[config.mk]
export PLATFORM = sky130hd
export DESIGN_NAME = key_hash_bucket_select_core_flat
export DESIGN_NICKNAME = d
export VERILOG_FILES = /design/src/sv/khbs_pkg.sv /design/src/sv/khbs_if.sv /design/src/sv/key_hash_bucket_select_core.sv /design/src/flat_wrapper.sv
export SDC_FILE = /design/constraint.sdc
export NUM_CORES = 1
export LEC_CHECK = 0
export BUFFER_PORTS_ARGS = -buffer_cell sky130_fd_sc_hd__buf_4
export CAP_MARGIN = 0
export CORE_MARGIN = 4
export CORE_UTILIZATION = 41
export DETAILED_ROUTE_END_ITERATION = 10
export PLACE_DENSITY = 0.58
export SLEW_MARGIN = 30
export SYNTH_ARGS = -nofsm -noshare
export SYNTH_HDL_FRONTEND = slang
export SYNTH_SLANG_ARGS = --single-unit
export TNS_END_PERCENT = 5
[constraint.sdc]
create_clock -name i_clk -period 9.7 [get_ports i_clk]
set_input_delay 2.425 -clock i_clk [delete_from_list [all_inputs] [get_ports i_clk]]
set_output_delay 2.425 -clock i_clk [all_outputs]
set_load 0.02 [all_outputs]
[src/sv/khbs_pkg.sv]
// khbs_pkg: shared types, constants and helpers for the key hash bucket select block
// no dependencies; imported by the channel interfaces and the core
package khbs_pkg;

    localparam int KEY_W    = 8;
    localparam int HASH_W   = 15;
    localparam int BUCKET_W = 16;
    localparam int CRC_W    = 32;
    localparam int CNT_W    = 4;

    localparam logic [CRC_W-1:0] CRC_POLY = 32'hEDB8_8320;
    localparam logic [CRC_W-1:0] CRC_INIT = 32'hFFFF_FFFF;

    // last step of the bitwise crc loop and of the remainder loop
    localparam logic [CNT_W-1:0] CRC_LAST_STEP = CNT_W'(KEY_W - 1);
    localparam logic [CNT_W-1:0] DIV_LAST_STEP = CNT_W'(HASH_W - 1);

    typedef enum logic [1:0] {
        ST_IDLE,
        ST_CRC,
        ST_DIV,
        ST_DONE
    } t_state;

    // invert the crc, take bits 30..16, and map a zero hash to one
    function automatic logic [HASH_W-1:0] hash_fold(input logic [CRC_W-1:0] crc);
        logic [HASH_W-1:0] h;
        h = ~crc[30:16];
        if (h == '0) begin
            h = HASH_W'(1);
        end
        return h;
    endfunction

endpackage

[src/sv/khbs_if.sv]
// khbs_if: valid/ready channel interfaces for key bytes and hash results
// depends on khbs_pkg for field widths
interface khbs_in_if import khbs_pkg::*; ();
    logic              valid;
    logic              ready;
    logic [KEY_W-1:0]  key_byte;
    logic              last;

    modport source (output valid, key_byte, last, input ready);
    modport sink   (input valid, key_byte, last, output ready);
endinterface

interface khbs_out_if import khbs_pkg::*; ();
    logic                 valid;
    logic                 ready;
    logic [HASH_W-1:0]    hash_value;
    logic [BUCKET_W-1:0]  bucket_index;

    modport source (output valid, hash_value, bucket_index, input ready);
    modport sink   (input valid, hash_value, bucket_index, output ready);
endinterface

[src/sv/key_hash_bucket_select_core.sv]
// key_hash_bucket_select_core: crc-32 key hash with modulo bucket selection
// depends on khbs_pkg and the khbs_in_if / khbs_out_if channel interfaces

// Key bytes enter one beat at a time and are folded bit by bit into a
// reflected CRC-32 (poly 0xEDB88320, init all ones) by one shift/xor unit:
// a byte that is not last is accepted and then takes 8 shift steps before
// the next beat is taken. On the last byte the inverted CRC bits 30..16 give
// a 15-bit hash (zero becomes one), and a restoring divider with one 17-bit
// compare/subtract reduces it modulo bucket_count, one hash bit per cycle,
// after which the block waits in the done state for as long as the
// previous result still sits unread in the output register. bucket_count
// of zero gives bucket index 0. Write bucket_count only while idle.
module key_hash_bucket_select_core
    import khbs_pkg::*;
(
    input  logic                i_clk,
    input  logic                i_rst_n,
    input  logic                i_cfg_wr_en,
    input  logic [BUCKET_W-1:0] i_cfg_wr_data,
    khbs_in_if.sink             i_in,
    khbs_out_if.source          o_out
);

    t_state                r_state, n_state;
    logic [CNT_W-1:0]      r_cnt, n_cnt;
    logic [CRC_W-1:0]      r_crc, n_crc;
    logic                  r_last, n_last;
    logic [HASH_W-1:0]     r_hash, n_hash;
    logic [BUCKET_W-1:0]   r_rem, n_rem;
    logic [BUCKET_W-1:0]   r_bucket;
    logic                  r_out_valid, n_out_valid;
    logic [HASH_W-1:0]     r_out_hash;
    logic [BUCKET_W-1:0]   r_out_bucket;

    logic                  in_beat;
    logic                  out_load;
    logic [CRC_W-1:0]      crc_step;
    logic [CNT_W-1:0]      hash_idx;
    logic [BUCKET_W:0]     rem_shift;
    logic                  rem_ge;
    logic [BUCKET_W-1:0]   rem_next;

    // control outputs of the sequencer
    always_comb begin
        i_in.ready = (r_state == ST_IDLE);
        in_beat    = i_in.valid && (r_state == ST_IDLE);
        out_load   = (r_state == ST_DONE) && (!r_out_valid || o_out.ready);
    end

    // next state
    always_comb begin
        n_state = r_state;
        unique case (r_state)
            ST_IDLE: begin
                if (in_beat) begin
                    n_state = ST_CRC;
                end
            end
            ST_CRC: begin
                if (r_cnt == CRC_LAST_STEP) begin
                    n_state = r_last ? ST_DIV : ST_IDLE;
                end
            end
            ST_DIV: begin
                if (r_cnt == DIV_LAST_STEP) begin
                    n_state = ST_DONE;
                end
            end
            ST_DONE: begin
                if (out_load) begin
                    n_state = ST_IDLE;
                end
            end
            default: n_state = ST_IDLE;
        endcase
    end

    // shared crc shift/xor unit: one polynomial step
    assign crc_step = r_crc[0] ? ((r_crc >> 1) ^ CRC_POLY) : (r_crc >> 1);

    // shared restoring divider step, hash bits msb first
    assign hash_idx  = DIV_LAST_STEP - r_cnt;
    assign rem_shift = {r_rem, r_hash[hash_idx]};
    assign rem_ge    = rem_shift >= {1'b0, r_bucket};
    assign rem_next  = rem_ge ? BUCKET_W'(rem_shift - {1'b0, r_bucket})
                              : BUCKET_W'(rem_shift);

    // datapath next values
    always_comb begin
        n_cnt       = r_cnt;
        n_crc       = r_crc;
        n_last      = r_last;
        n_hash      = r_hash;
        n_rem       = r_rem;
        n_out_valid = r_out_valid;
        case (r_state)
            ST_IDLE: begin
                if (in_beat) begin
                    n_crc  = r_crc ^ {{(CRC_W-KEY_W){1'b0}}, i_in.key_byte};
                    n_last = i_in.last;
                    n_cnt  = '0;
                end
            end
            ST_CRC: begin
                n_crc = crc_step;
                n_cnt = r_cnt + CNT_W'(1);
                if (r_cnt == CRC_LAST_STEP) begin
                    n_cnt = '0;
                    if (r_last) begin
                        n_hash = hash_fold(crc_step);
                        n_rem  = '0;
                        n_crc  = CRC_INIT;
                    end
                end
            end
            ST_DIV: begin
                n_rem = rem_next;
                n_cnt = r_cnt + CNT_W'(1);
            end
            default: begin
            end
        endcase
        if (o_out.ready) begin
            n_out_valid = 1'b0;
        end
        if (out_load) begin
            n_out_valid = 1'b1;
        end
    end

    // control and crc registers
    always_ff @(posedge i_clk) begin
        if (!i_rst_n) begin
            r_state     <= ST_IDLE;
            r_cnt       <= '0;
            r_crc       <= CRC_INIT;
            r_bucket    <= BUCKET_W'(1);
            r_out_valid <= 1'b0;
        end else begin
            r_state     <= n_state;
            r_cnt       <= n_cnt;
            r_crc       <= n_crc;
            r_out_valid <= n_out_valid;
            if (i_cfg_wr_en) begin
                r_bucket <= i_cfg_wr_data;
            end
        end
    end

    // payload registers
    always_ff @(posedge i_clk) begin
        r_last <= n_last;
        r_hash <= n_hash;
        r_rem  <= n_rem;
        if (out_load) begin
            r_out_hash   <= r_hash;
            r_out_bucket <= (r_bucket == '0) ? '0 : r_rem;
        end
    end

    // result beat
    assign o_out.valid        = r_out_valid;
    assign o_out.hash_value   = r_out_hash;
    assign o_out.bucket_index = r_out_bucket;

    // crc is back at its initial value once a key is finished
    a_crc_reinit: assert property (@(posedge i_clk) disable iff (!i_rst_n)
        (r_state == ST_DIV || r_state == ST_DONE) |-> (r_crc == CRC_INIT))
        else $error("crc not reinitialized after final byte");

    // partial remainder stays below the modulus
    a_rem_bound: assert property (@(posedge i_clk) disable iff (!i_rst_n)
        (r_state == ST_DIV && r_bucket != '0) |-> (r_rem < r_bucket))
        else $error("partial remainder out of range");

    // a new result appears only out of the done state
    a_out_src: assert property (@(posedge i_clk) disable iff (!i_rst_n)
        $rose(r_out_valid) |-> ($past(r_state) == ST_DONE))
        else $error("result raised outside done state");

    // a presented hash is never zero
    a_hash_nz: assert property (@(posedge i_clk) disable iff (!i_rst_n)
        r_out_valid |-> (r_out_hash != '0))
        else $error("zero hash presented");

endmodule
[src/flat_wrapper.sv]
// flat-port wrapper written by rule: the top's interface ports become plain ports
module key_hash_bucket_select_core_flat import khbs_pkg::*;
  (i_clk, i_rst_n, i_cfg_wr_en, i_cfg_wr_data, i_in_valid, i_in_key_byte, i_in_last, i_in_ready, o_out_valid, o_out_hash_value, o_out_bucket_index, o_out_ready);
  khbs_in_if i_in_i ();
  khbs_out_if o_out_i ();
  input  logic i_clk;
  input  logic i_rst_n;
  input  logic i_cfg_wr_en;
  input  logic [BUCKET_W-1:0] i_cfg_wr_data;
  input wire logic [$bits(i_in_i.valid)-1:0] i_in_valid;
  input wire logic [$bits(i_in_i.key_byte)-1:0] i_in_key_byte;
  input wire logic [$bits(i_in_i.last)-1:0] i_in_last;
  output wire logic [$bits(i_in_i.ready)-1:0] i_in_ready;
  output wire logic [$bits(o_out_i.valid)-1:0] o_out_valid;
  output wire logic [$bits(o_out_i.hash_value)-1:0] o_out_hash_value;
  output wire logic [$bits(o_out_i.bucket_index)-1:0] o_out_bucket_index;
  input wire logic [$bits(o_out_i.ready)-1:0] o_out_ready;
  assign i_in_i.valid = i_in_valid;
  assign i_in_i.key_byte = i_in_key_byte;
  assign i_in_i.last = i_in_last;
  assign i_in_ready = i_in_i.ready;
  assign o_out_valid = o_out_i.valid;
  assign o_out_hash_value = o_out_i.hash_value;
  assign o_out_bucket_index = o_out_i.bucket_index;
  assign o_out_i.ready = o_out_ready;
  key_hash_bucket_select_core u_core (.i_clk(i_clk), .i_rst_n(i_rst_n), .i_cfg_wr_en(i_cfg_wr_en), .i_cfg_wr_data(i_cfg_wr_data), .i_in(i_in_i), .o_out(o_out_i));
endmodule
==> results.cfg, run 1 <==
[floorplan]
die_w_um = 126.6
pin_count = 63
start_util_pct = 41.69
num_rows = 43
die_h_um = 126.6
die_area_um2 = 16020
coreArea_um2 = 13830

[clock_tree]
cts_tree = done
ctsHoldBuffers = 0
post-cts-setup-buffer-count = 0
numCtsBuffers = 17
clock-root-buffer = clkbuf_16
clk_transition_reported_paths_ns = 0.06
cts_sinks = 118
cts.repair.resized = 0
clockBufferDepth = 2
clkLatencyLatePin_ns = 0.42
htree_levels = 4

[grt]
grtUsageTotal_pct = 16.55
grt_pass1_wl_um = 21130
grt_pass1_vias = 4216
grt_overflow = 0
grt_max_degree = 49
antenna_found_initial = 0

[placement]
dpl.hpwl_um = 9173
gp_congestion = 0.8341
dpl.cell_count = 774
io_buffers = 62
dpl_cell_area_um2 = 6390

[sta]
slew_headroom_pct = 55.04
rsz0062_at_grt = false
tns_ns = 0
timing_hold_violations_final = 0
worst_pin_slew_ns = 0.6745
setup_viol = 0
skew_ns = 0.01067
maxSlewViolCount = 0
min_period_over_period_pct = 41.21
finalWorstPathRequiredPeriod_ns = 3.997
max_freq_mhz = 250.2

[setup_path]
r2r_start = u_core.r_cnt[0]$_SDFFE_PN0P_
rrSetupSlack_ns = 5.70
arrival_ns = 4.13
crit_buf_inv = 1
max_stage_delay_ns = 0.54
critPathLaunchType = register
cp.required_ns = 9.84
rr_worst_depth = 15
path_cells = ha_1 -> xnor2_1 -> mux4_2 -> nor2_1 -> o22a_1 -> ha_1 -> inv_1 -> fa_1 -> a211oi_1 -> o21bai_1 -> o31ai_1 -> a21oi_1 -> or3_1 -> nand3_1 -> a21oi_1
cp-end-kind = register
cp_slowest_cell = dfxtp_1
crit_family = compound AO/OA/AOI/OAI gates
path_class = register to register
worstReg2RegEnd = u_core.r_rem[14]$_SDFFCE_PN0P_
critPathMaxFanout = 10

[layout]
antenna_cells = 0
synthToLayoutAreaGrowth_pct = 22.34
layout.cells.non_filler = 806
drive_gt1_share_pct = 17.73
finalInstanceArea_um2 = 7052
utilization_pct = 51.00
fin_nets = 667

[synthesis]
avgSynthCellArea_um2 = 10.44
synthAdderAreaFrac_pct = 5.340
synth-async-reset-ratio_pct = 0
yosys_warnings = 0
synth_nets = 606
synth-simple-area-share_pct = 15.65
synth.top_cell.area_share_pct = 32.82
synth_edf_count = 63
muxShareOfSynthArea_pct = 7.423
synth_area_leaders = edfxtp_1, dfxtp_1, mux2i_1, ha_1, nand2_1
ys_seq_area_share_pct = 51.92
yosysUniqueCellTypes = 60
synthCells = 552
synth_compound_area_share_pct = 11.87
synthXorXnorAreaFrac_pct = 3.951
yosysTopAreaCell = edfxtp_1
synth-main-ff-cell = edfxtp_1
ys_seq_elements = 118
synth_top_family_by_area = simple AND/OR/NAND/NOR gates
syn_area_um2 = 5764

[min_path]
worstHoldPathCells = 2
hp-class = register to register
whs_endpoint = u_core.r_crc[11]$_SDFFE_PN1P_
hp-start = u_core.r_crc[11]$_SDFFE_PN1P_

[routing]
via_per_inst = 5.210
first_iter_violations = 209
firstDrtPassIters = 5
drt-total-wl_um = 12580
final_antenna_net_count = 0
drc = 0
vias = 4199
avgRoutedWirePerCell_um = 15.60

[outcome]
outcome = finished, final reports clean

[power_and_ir_drop]
power_density_nw_per_um2 = 210.4
power_leakage_nw = 2.758
ir_drop_v = 0.0001122

[run]
max_cap_viol_count = 0
## metrics by stage
step                      hold WS (ns)  total power, mW  worst slack, ns
after global routing            0.4914            1.555            5.395
after floorplan                 0.4207           0.7560            5.389
after detailed placement        0.4597           0.8101            5.723
after global placement          0.4563           0.8038            5.825
final                           0.4713            1.484            5.703
after CTS                       0.4729            1.499            5.715
## worst max-delay path by stage
| stage | from | end | cells past startpoint |
|---|---|---|---|
| after detailed placement | u_core.r_cnt[0]$_SDFFE_PN0P_ | u_core.r_rem[14]$_SDFFCE_PN0P_ | 15 |
| after CTS | u_core.r_cnt[0]$_SDFFE_PN0P_ | u_core.r_rem[14]$_SDFFCE_PN0P_ | 15 |
| after global routing | u_core.r_cnt[0]$_SDFFE_PN0P_ | u_core.r_rem[14]$_SDFFCE_PN0P_ | 16 |
| after global placement | u_core.r_cnt[0]$_SDFFE_PN0P_ | u_core.r_rem[14]$_SDFFCE_PN0P_ | 15 |
| after floorplan | o_out_ready | u_core.o_out.bucket_index[0]$_SDFFCE_PN0P_ | 2 |
| final | u_core.r_cnt[0]$_SDFFE_PN0P_ | u_core.r_rem[14]$_SDFFCE_PN0P_ | 15 |
## cells by family after synthesis
| kind of cell | count (synthesis) |
|---|---|
| and+or+nand+nor | 185 |
| muxes | 39 |
| buffers and inverters | 55 |
| adders and majority gates | 24 |
| AOI/OAI and AO/OA | 105 |
| DFF | 118 |
| xor gates and xnor gates | 26 |
## power breakdown
group          internal [mW]  switching, mW  leakage [nW]  total, mW
Sequential             0.559         0.0248          1.00      0.584
Clock                  0.454          0.229         0.324      0.683
Combinational         0.0907          0.126          1.43      0.217
## cell usage in the layout (no fill, tap or decap), types with 4 or more instances in the layout
cell | Yosys | routed
o22ai_1 | 10 | 10
buf_4 | 1 | 68
o21ai_0 | 34 | 34
o31ai_1 | 4 | 4
mux2i_1 | 36 | 36
nand3_1 | 17 | 17
clkbuf_16 | 0 | 20
edfxtp_1 | 63 | 63
o21a_1 | 4 | 4
nor4_1 | 7 | 7
dfxtp_1 | 55 | 55
clkinv_4 | 0 | 5
nor2b_1 | 20 | 19
nor3_1 | 8 | 8
ha_1 | 23 | 23
inv_1 | 29 | 29
and2_1 | 23 | 23
a21o_1 | 6 | 6
nand4_1 | 5 | 5
xnor2_1 | 18 | 18
nor2_1 | 23 | 23
xor2_1 | 8 | 8
nand2_1 | 70 | 70
a21oi_1 | 20 | 20
## state kept, by name (all words and copies together) (netlist names), named ones only
| register | cells |
|---|---|
| u_core.r_crc | 32 |
| u_core.o_out.bucket_index | 16 |
| u_core.r_bucket | 16 |
| u_core.r_rem | 16 |
| u_core.o_out.hash_value | 15 |
| u_core.r_hash | 15 |
| u_core.r_cnt | 4 |
| u_core.o_out.valid | 1 |
| u_core.r_last | 1 |
| u_core.r_state | 1 |
## area by class of cell
cell class / instances / area [µm²]
fill: 1281 / 6775
sequential: 118 / 2993
multi-input combinational: 379 / 2552
timing repair buffer: 68 / 510.5
clock buffer: 21 / 504.2
tap: 180 / 225.2
clock inverter: 11 / 157.7
inverter: 29 / 108.9
## synth_stat cells, drive strengths merged (2+ instances only)
master / instances
a211oi: 3
a21boi: 2
a21o: 6
a21oi: 20
a311oi: 2
and2: 23
and3: 3
buf: 7
clkbuf: 19
dfxtp: 55
edfxtp: 63
ha: 23
inv: 29
mux2i: 36
mux4: 3
nand2: 71
nand3: 17
nand4: 5
nor2: 23
nor2b: 20
nor3: 8
nor4: 7
o211ai: 3
o21a: 4
o21ai: 35
o22ai: 10
o31a: 2
o31ai: 4
or2: 2
or3: 2
or4: 2
xnor2: 18
xor2: 8
## worst min-delay path: stages (launching register included)
cell and delay [ns]:
dfxtp_1 0.32, mux2i_1 0.06, nand2_1 0.06
## routing by layer
| layer | part of all wire [%] | wire length [µm] | global-route usage, % |
|---|---|---|---|
| met1 | 46 | 5758 | 21.16 |
| met2 | 49 | 6197 | 26.49 |
| met3 | 3.8 | 475 | 4.337 |
| met4 | 1.2 | 145 | 7.256 |
| met5 | 0 | 0 | 0 |
Power figures use the tool's default switching activity.
==> run 2: changes to the inputs <==
Clock period 9.7 ns to 4 ns, I/O delays scaled along.
==> run 2 against run 1 <==
Compared with the run above:
- clock skew is 0.0029 ns lower
- worst setup slack worse by 5.4 ns
- core utilization fell by 0.46 points
- design area decreased by 0.90%
- wire length grew 1.5%
- non-clock buffer count is 1 higher
- first-iteration DRC count is 14% lower
- maximum frequency up 7.9%
- clock power is 120% higher
- critical path type unchanged
- largest cell class unchanged
==> results.cfg, run 2 (synthesized netlist as in run 1, its figures left out) <==
[outcome]
outcome = finished, final reports clean

[floorplan]
num_rows = 43
start_util_pct = 41.69
die_h_um = 126.6
die_area_um2 = 16020
pin_count = 63
die_w_um = 126.6
coreArea_um2 = 13830

[power_and_ir_drop]
power_mw = 3.433
power_density_nw_per_um2 = 491.3
ir_drop_v = 0.0003046
power_leakage_nw = 2.715

[clock_tree]
ctsHoldBuffers = 0
numCtsBuffers = 17
cts_tree = done
clk_transition_reported_paths_ns = 0.06
clock-root-buffer = clkbuf_16
clkLatencyLatePin_ns = 0.42
htree_levels = 4
cts_sinks = 118
post-cts-setup-buffer-count = 0
clockBufferDepth = 2

[run]
max_cap_viol_count = 0

[sta]
tns_ns = 0
timing_hold_violations_final = 0
layout_setup_ws_ns = 0.2945
skew_ns = 0.007795
maxSlewViolCount = 0
finalWorstPathRequiredPeriod_ns = 3.705
worst_pin_slew_ns = 0.6298
min_period_over_period_pct = 92.64
slew_headroom_pct = 58.02
whs_ns = 0.4786
rsz0062_at_grt = false
setup_viol = 0
max_freq_mhz = 269.9

[setup_path]
path_cells = inv_1 -> ha_1 -> mux4_2 -> mux2i_1 -> o22a_1 -> ha_1 -> inv_1 -> fa_1 -> a211oi_1 -> o21bai_1 -> o31ai_2 -> a21oi_1 -> or3_1 -> nand3_1 -> a21oi_1
max_stage_delay_ns = 0.43
cp-end-kind = register
critPathLaunchType = register
worstReg2RegEnd = u_core.r_rem[14]$_SDFFCE_PN0P_
critPathMaxFanout = 5
cp_slowest_cell = fa_1
crit_buf_inv = 2
rr_worst_depth = 15
crit_family = compound AO/OA/AOI/OAI gates
crit_start = u_core.r_cnt[0]$_SDFFE_PN0P_
arrival_ns = 3.86
r2r_start = u_core.r_cnt[0]$_SDFFE_PN0P_
rrSetupSlack_ns = 0.29
path_class = register to register
cp.required_ns = 4.15

[grt]
grt_max_degree = 48
grt_overflow = 0
grt_pass1_vias = 4352
grt.busiest_layer = met2
antenna_found_initial = 0
grtUsageTotal_pct = 16.66
grt_use_met2_pct = 28.27
grt_pass1_wl_um = 21170
use_met3_pct = 5.221
use_met1_pct = 19.71

[min_path]
hp-class = register to register
hp-start = u_core.r_crc[12]$_SDFFE_PN1P_
worstHoldPathCells = 2
whs_endpoint = u_core.r_crc[12]$_SDFFE_PN1P_

[routing]
firstDrtPassIters = 4
avgRoutedWirePerCell_um = 15.82
first_iter_violations = 180
via_per_inst = 5.269
final_antenna_net_count = 0
vias = 4252
drt-total-wl_um = 12770
drc = 0

[placement]
place_ws_ns = 0.2084
gp_congestion = 0.8683
io_buffers = 62
dpl.hpwl_um = 9227

[layout]
final_common_cell = nand2_1
largest_register = u_core.r_crc
final_cell_mix = nand2_1, buf_4, edfxtp_1
fin_nets = 668
multi_input_area_um2 = 2560
synthToLayoutAreaGrowth_pct = 21.23
antenna_cells = 0
drive_gt1_share_pct = 18.18
largest_reg_flops = 32
regArea_um2 = 2993
num-fill-cells = 1293
run 2: area by class of cell:
| type | count | share of cell area, % |
|---|---|---|
| tap | 180 | 3.223 |
| multi-input combinational | 379 | 36.63 |
| clock inverter | 14 | 2.202 |
| timing repair buffer | 69 | 7.413 |
| clock buffer | 18 | 6.141 |
| sequential | 118 | 42.83 |
| inverter | 29 | 1.558 |
run 2: worst min-delay path, delay by kind of cell (launching register included):
| family | cells | cell delay (ns) |
|---|---|---|
| flip-flops | 1 | 0.32 |
| multiplexers | 1 | 0.07 |
| AND/OR/NAND/NOR | 1 | 0.06 |
run 2: through the flow:
stage / utilization, % / area (µm²) / instances
floorplan: - / 5764 / 552
global placement: 46.27 / 6397 / 775
detailed placement: 46.27 / 6397 / 775
CTS: 50.48 / 6980 / 807
global route: 50.54 / 6988 / 807
finish: 50.54 / 6988 / 807
run 2: how the worst max path moves through the flow:
stage | endpoint | slack (ns) | depth (start not counted)
finish | u_core.r_rem[14]$_SDFFCE_PN0P_ | 0.29 | 15
global route | u_core.r_rem[14]$_SDFFCE_PN0P_ | 0.05 | 15
CTS | u_core.r_rem[14]$_SDFFCE_PN0P_ | 0.20 | 15
detailed placement | u_core.r_rem[14]$_SDFFCE_PN0P_ | 0.21 | 15
global placement | u_core.r_rem[14]$_SDFFCE_PN0P_ | 0.31 | 15
floorplan | u_core.r_rem[14]$_SDFFCE_PN0P_ | 0.32 | 16
run 2: power by group:
| group | switching [mW] | internal, mW |
|---|---|---|
| Clock | 0.570 | 0.920 |
| Combinational | 0.296 | 0.221 |
| Sequential | 0.0695 | 1.36 |
| Total | 0.935 | 2.50 |
run 2: routing by layer:
layer	wire, µm	up-vias
met5	0	-
li1	-	2095
met3	485	21
met4	294	0
met1	5753	2055
met2	6235	81
run 2: repair_timing:
action	4_1_cts	5_1_grt
endpoints found under the setup margin	0	1
endpoints found under the hold margin	0	0
resized for setup	0	2
==> run 3: changes to the inputs <==
Settings changed: RECOVER_POWER set to 100.
==> run 3 against run 2 <==
Compared with the run above:
- the run now ends with max-capacitance violations, max-slew violations left
- worst setup slack improved by 0.00074 ns
- count of clock-buffer cells in the layout unchanged
- maximum frequency about the same
- non-clock buffer count unchanged
- die area unchanged
- design area decreased by 2.1%
- critical endpoint unchanged
- largest cell class unchanged
- largest power group unchanged
==> results.cfg, run 3 (synthesized netlist as in run 1, its figures left out) <==
[min_path]
hp-class = register to register

[placement]
dpl.hpwl_um = 9227
io_buffers = 62
dpl_cell_area_um2 = 6397
gp_congestion = 0.8683

[routing]
avgRoutedWirePerCell_um = 15.83
firstDrtPassIters = 4
via_per_inst = 5.263
vias = 4247
drt-total-wl_um = 12770
drc = 0
first_iter_violations = 178
final_antenna_net_count = 0

[sta]
setup_viol = 0
worst_pin_slew_ns = 1.818
tns_ns = 0
rsz0062_at_grt = false
maxSlewViolCount = 32
timing_hold_violations_final = 0
max_freq_mhz = 269.9
finalWorstPathRequiredPeriod_ns = 3.705
min_period_over_period_pct = 92.62
slew_headroom_pct = -21.20
skew_ns = 0.007785

[clock_tree]
clockBufferDepth = 2
post-cts-setup-buffer-count = 0
numCtsBuffers = 17
cts_tree = done
clk_transition_reported_paths_ns = 0.06
cts_sinks = 118
htree_levels = 4
clkLatencyLatePin_ns = 0.42
clock-root-buffer = clkbuf_16

[layout]
final_common_cell = nand2_1
largest_reg_flops = 32
num-fill-cells = 1325
finalInstanceArea_um2 = 6842
final_cell_mix = nand2_1, edfxtp_1, dfxtp_1
multi_input_area_um2 = 2556
synthToLayoutAreaGrowth_pct = 18.69
regArea_um2 = 2993
drive_gt1_share_pct = 11.96
fin_nets = 668
largest_register = u_core.r_crc
antenna_cells = 0

[power_and_ir_drop]
combPwrFrac_pct = 14.9
power_density_nw_per_um2 = 500.8
switching_share_pct = 27.26
p_int_mw = 2.492
pwr-share-clk_pct = 43.5
ir_drop_v = 0.0003046
p_seq_share_pct = 41.6
power_switching_mw = 0.9340
power_leakage_nw = 2.567

[grt]
grt_max_degree = 48
grtUsageTotal_pct = 16.66
grt_pass1_vias = 4352
antenna_found_initial = 0
grt_pass1_wl_um = 21170
grt_overflow = 0

[floorplan]
die_area_um2 = 16020
coreArea_um2 = 13830
die_h_um = 126.6
num_rows = 43
pin_count = 63
start_util_pct = 41.69
die_w_um = 126.6

[outcome]
violations = max-capacitance violations, max-slew violations
outcome = finished with violations

[setup_path]
rrSetupSlack_ns = 0.30
cp-end-kind = register
critPathMaxFanout = 5
arrival_ns = 3.85
critPathLaunchType = register
cp.required_ns = 4.15
path_class = register to register

[run]
max_cap_viol_count = 1
==> run 3: changes by cell type in the layout (fill, tap and decap cells not counted), sizes merged <==
cell,before,now
clkbuf,18,58
buf,69,29
==> run 3: per-layer routing <==
metal  track usage [%]  part of all wire (%)  routed length [µm]  vias to the layer above
met5                 0                     0                   0                        -
met1             19.71                    45                5724                     2049
met4             6.498                   2.3                 295                        0
met3             5.221                   4.3                 543                       21
met2             28.27                    49                6209                       85
li1                  -                     -                   -                     2092
==> run 3: path summary, 6_finish.rpt <==
kind | from | endpoint | cells past startpoint
min | u_core.r_hash[4]$_SDFFCE_PN0P_ | u_core.o_out.hash_value[4]$_DFFE_PP_ | 0
max | u_core.r_cnt[0]$_SDFFE_PN0P_ | u_core.r_rem[14]$_SDFFCE_PN0P_ | 15
min reg2reg | u_core.r_hash[4]$_SDFFCE_PN0P_ | u_core.o_out.hash_value[4]$_DFFE_PP_ | 0
max reg2reg | u_core.r_cnt[0]$_SDFFE_PN0P_ | u_core.r_rem[14]$_SDFFCE_PN0P_ | 15
==> run 3: worst max-delay path: stages (launching register included) <==
cell      delay [ns]
dfxtp_1         0.38
inv_1           0.06
ha_1            0.37
mux4_2          0.32
mux2i_1         0.14
o22a_1          0.19
ha_1            0.18
inv_1           0.06
fa_1            0.43
a211oi_1        0.27
o21bai_1        0.17
o31ai_2         0.25
a21oi_1         0.12
or3_1           0.36
nand3_1         0.09
a21oi_1         0.07
==> run 3: power groups by stage <==
stage               Sequential, mW  Clock, mW  Combinational (mW)
global placement              1.45          0               0.504
detailed placement            1.45          0               0.516
CTS                           1.42       1.52               0.520
global route                  1.43       1.58               0.581
finish                        1.43       1.49               0.511
floorplan                     1.42          0               0.409
==> run 3: cell type report <==
| class | count | share of cell area, % |
|---|---|---|
| Sequential cell | 118 | 43.75 |
| Multi-Input combinational cell | 379 | 37.36 |
| Clock buffer | 18 | 6.273 |
| Timing Repair Buffer | 69 | 5.486 |
| Tap cell | 180 | 3.292 |
| Clock inverter | 14 | 2.249 |
| Inverter | 29 | 1.591 |
==> run 3: timing repair <==
| item | 4_1_cts | 5_1_grt |
|---|---|---|
| gates resized for setup | 0 | 2 |
| setup endpoints to repair | 0 | 1 |
| hold buffers | 0 | 0 |
==> run 3: per-stage QoR <==
stage | setup slack [ns] | hold slack, ns | cells | power [mW] | util, %
floorplan | 0.3230 | 0.4207 | 552 | 1.833 | -
global placement | 0.3114 | 0.4520 | 775 | 1.950 | 46.27
detailed placement | 0.2084 | 0.4652 | 775 | 1.966 | 46.27
CTS | 0.1981 | 0.4783 | 807 | 3.468 | 50.48
global route | 0.05422 | 0.4902 | 807 | 3.598 | 49.48
finish | 0.2953 | 0.4725 | 807 | 3.426 | 49.48
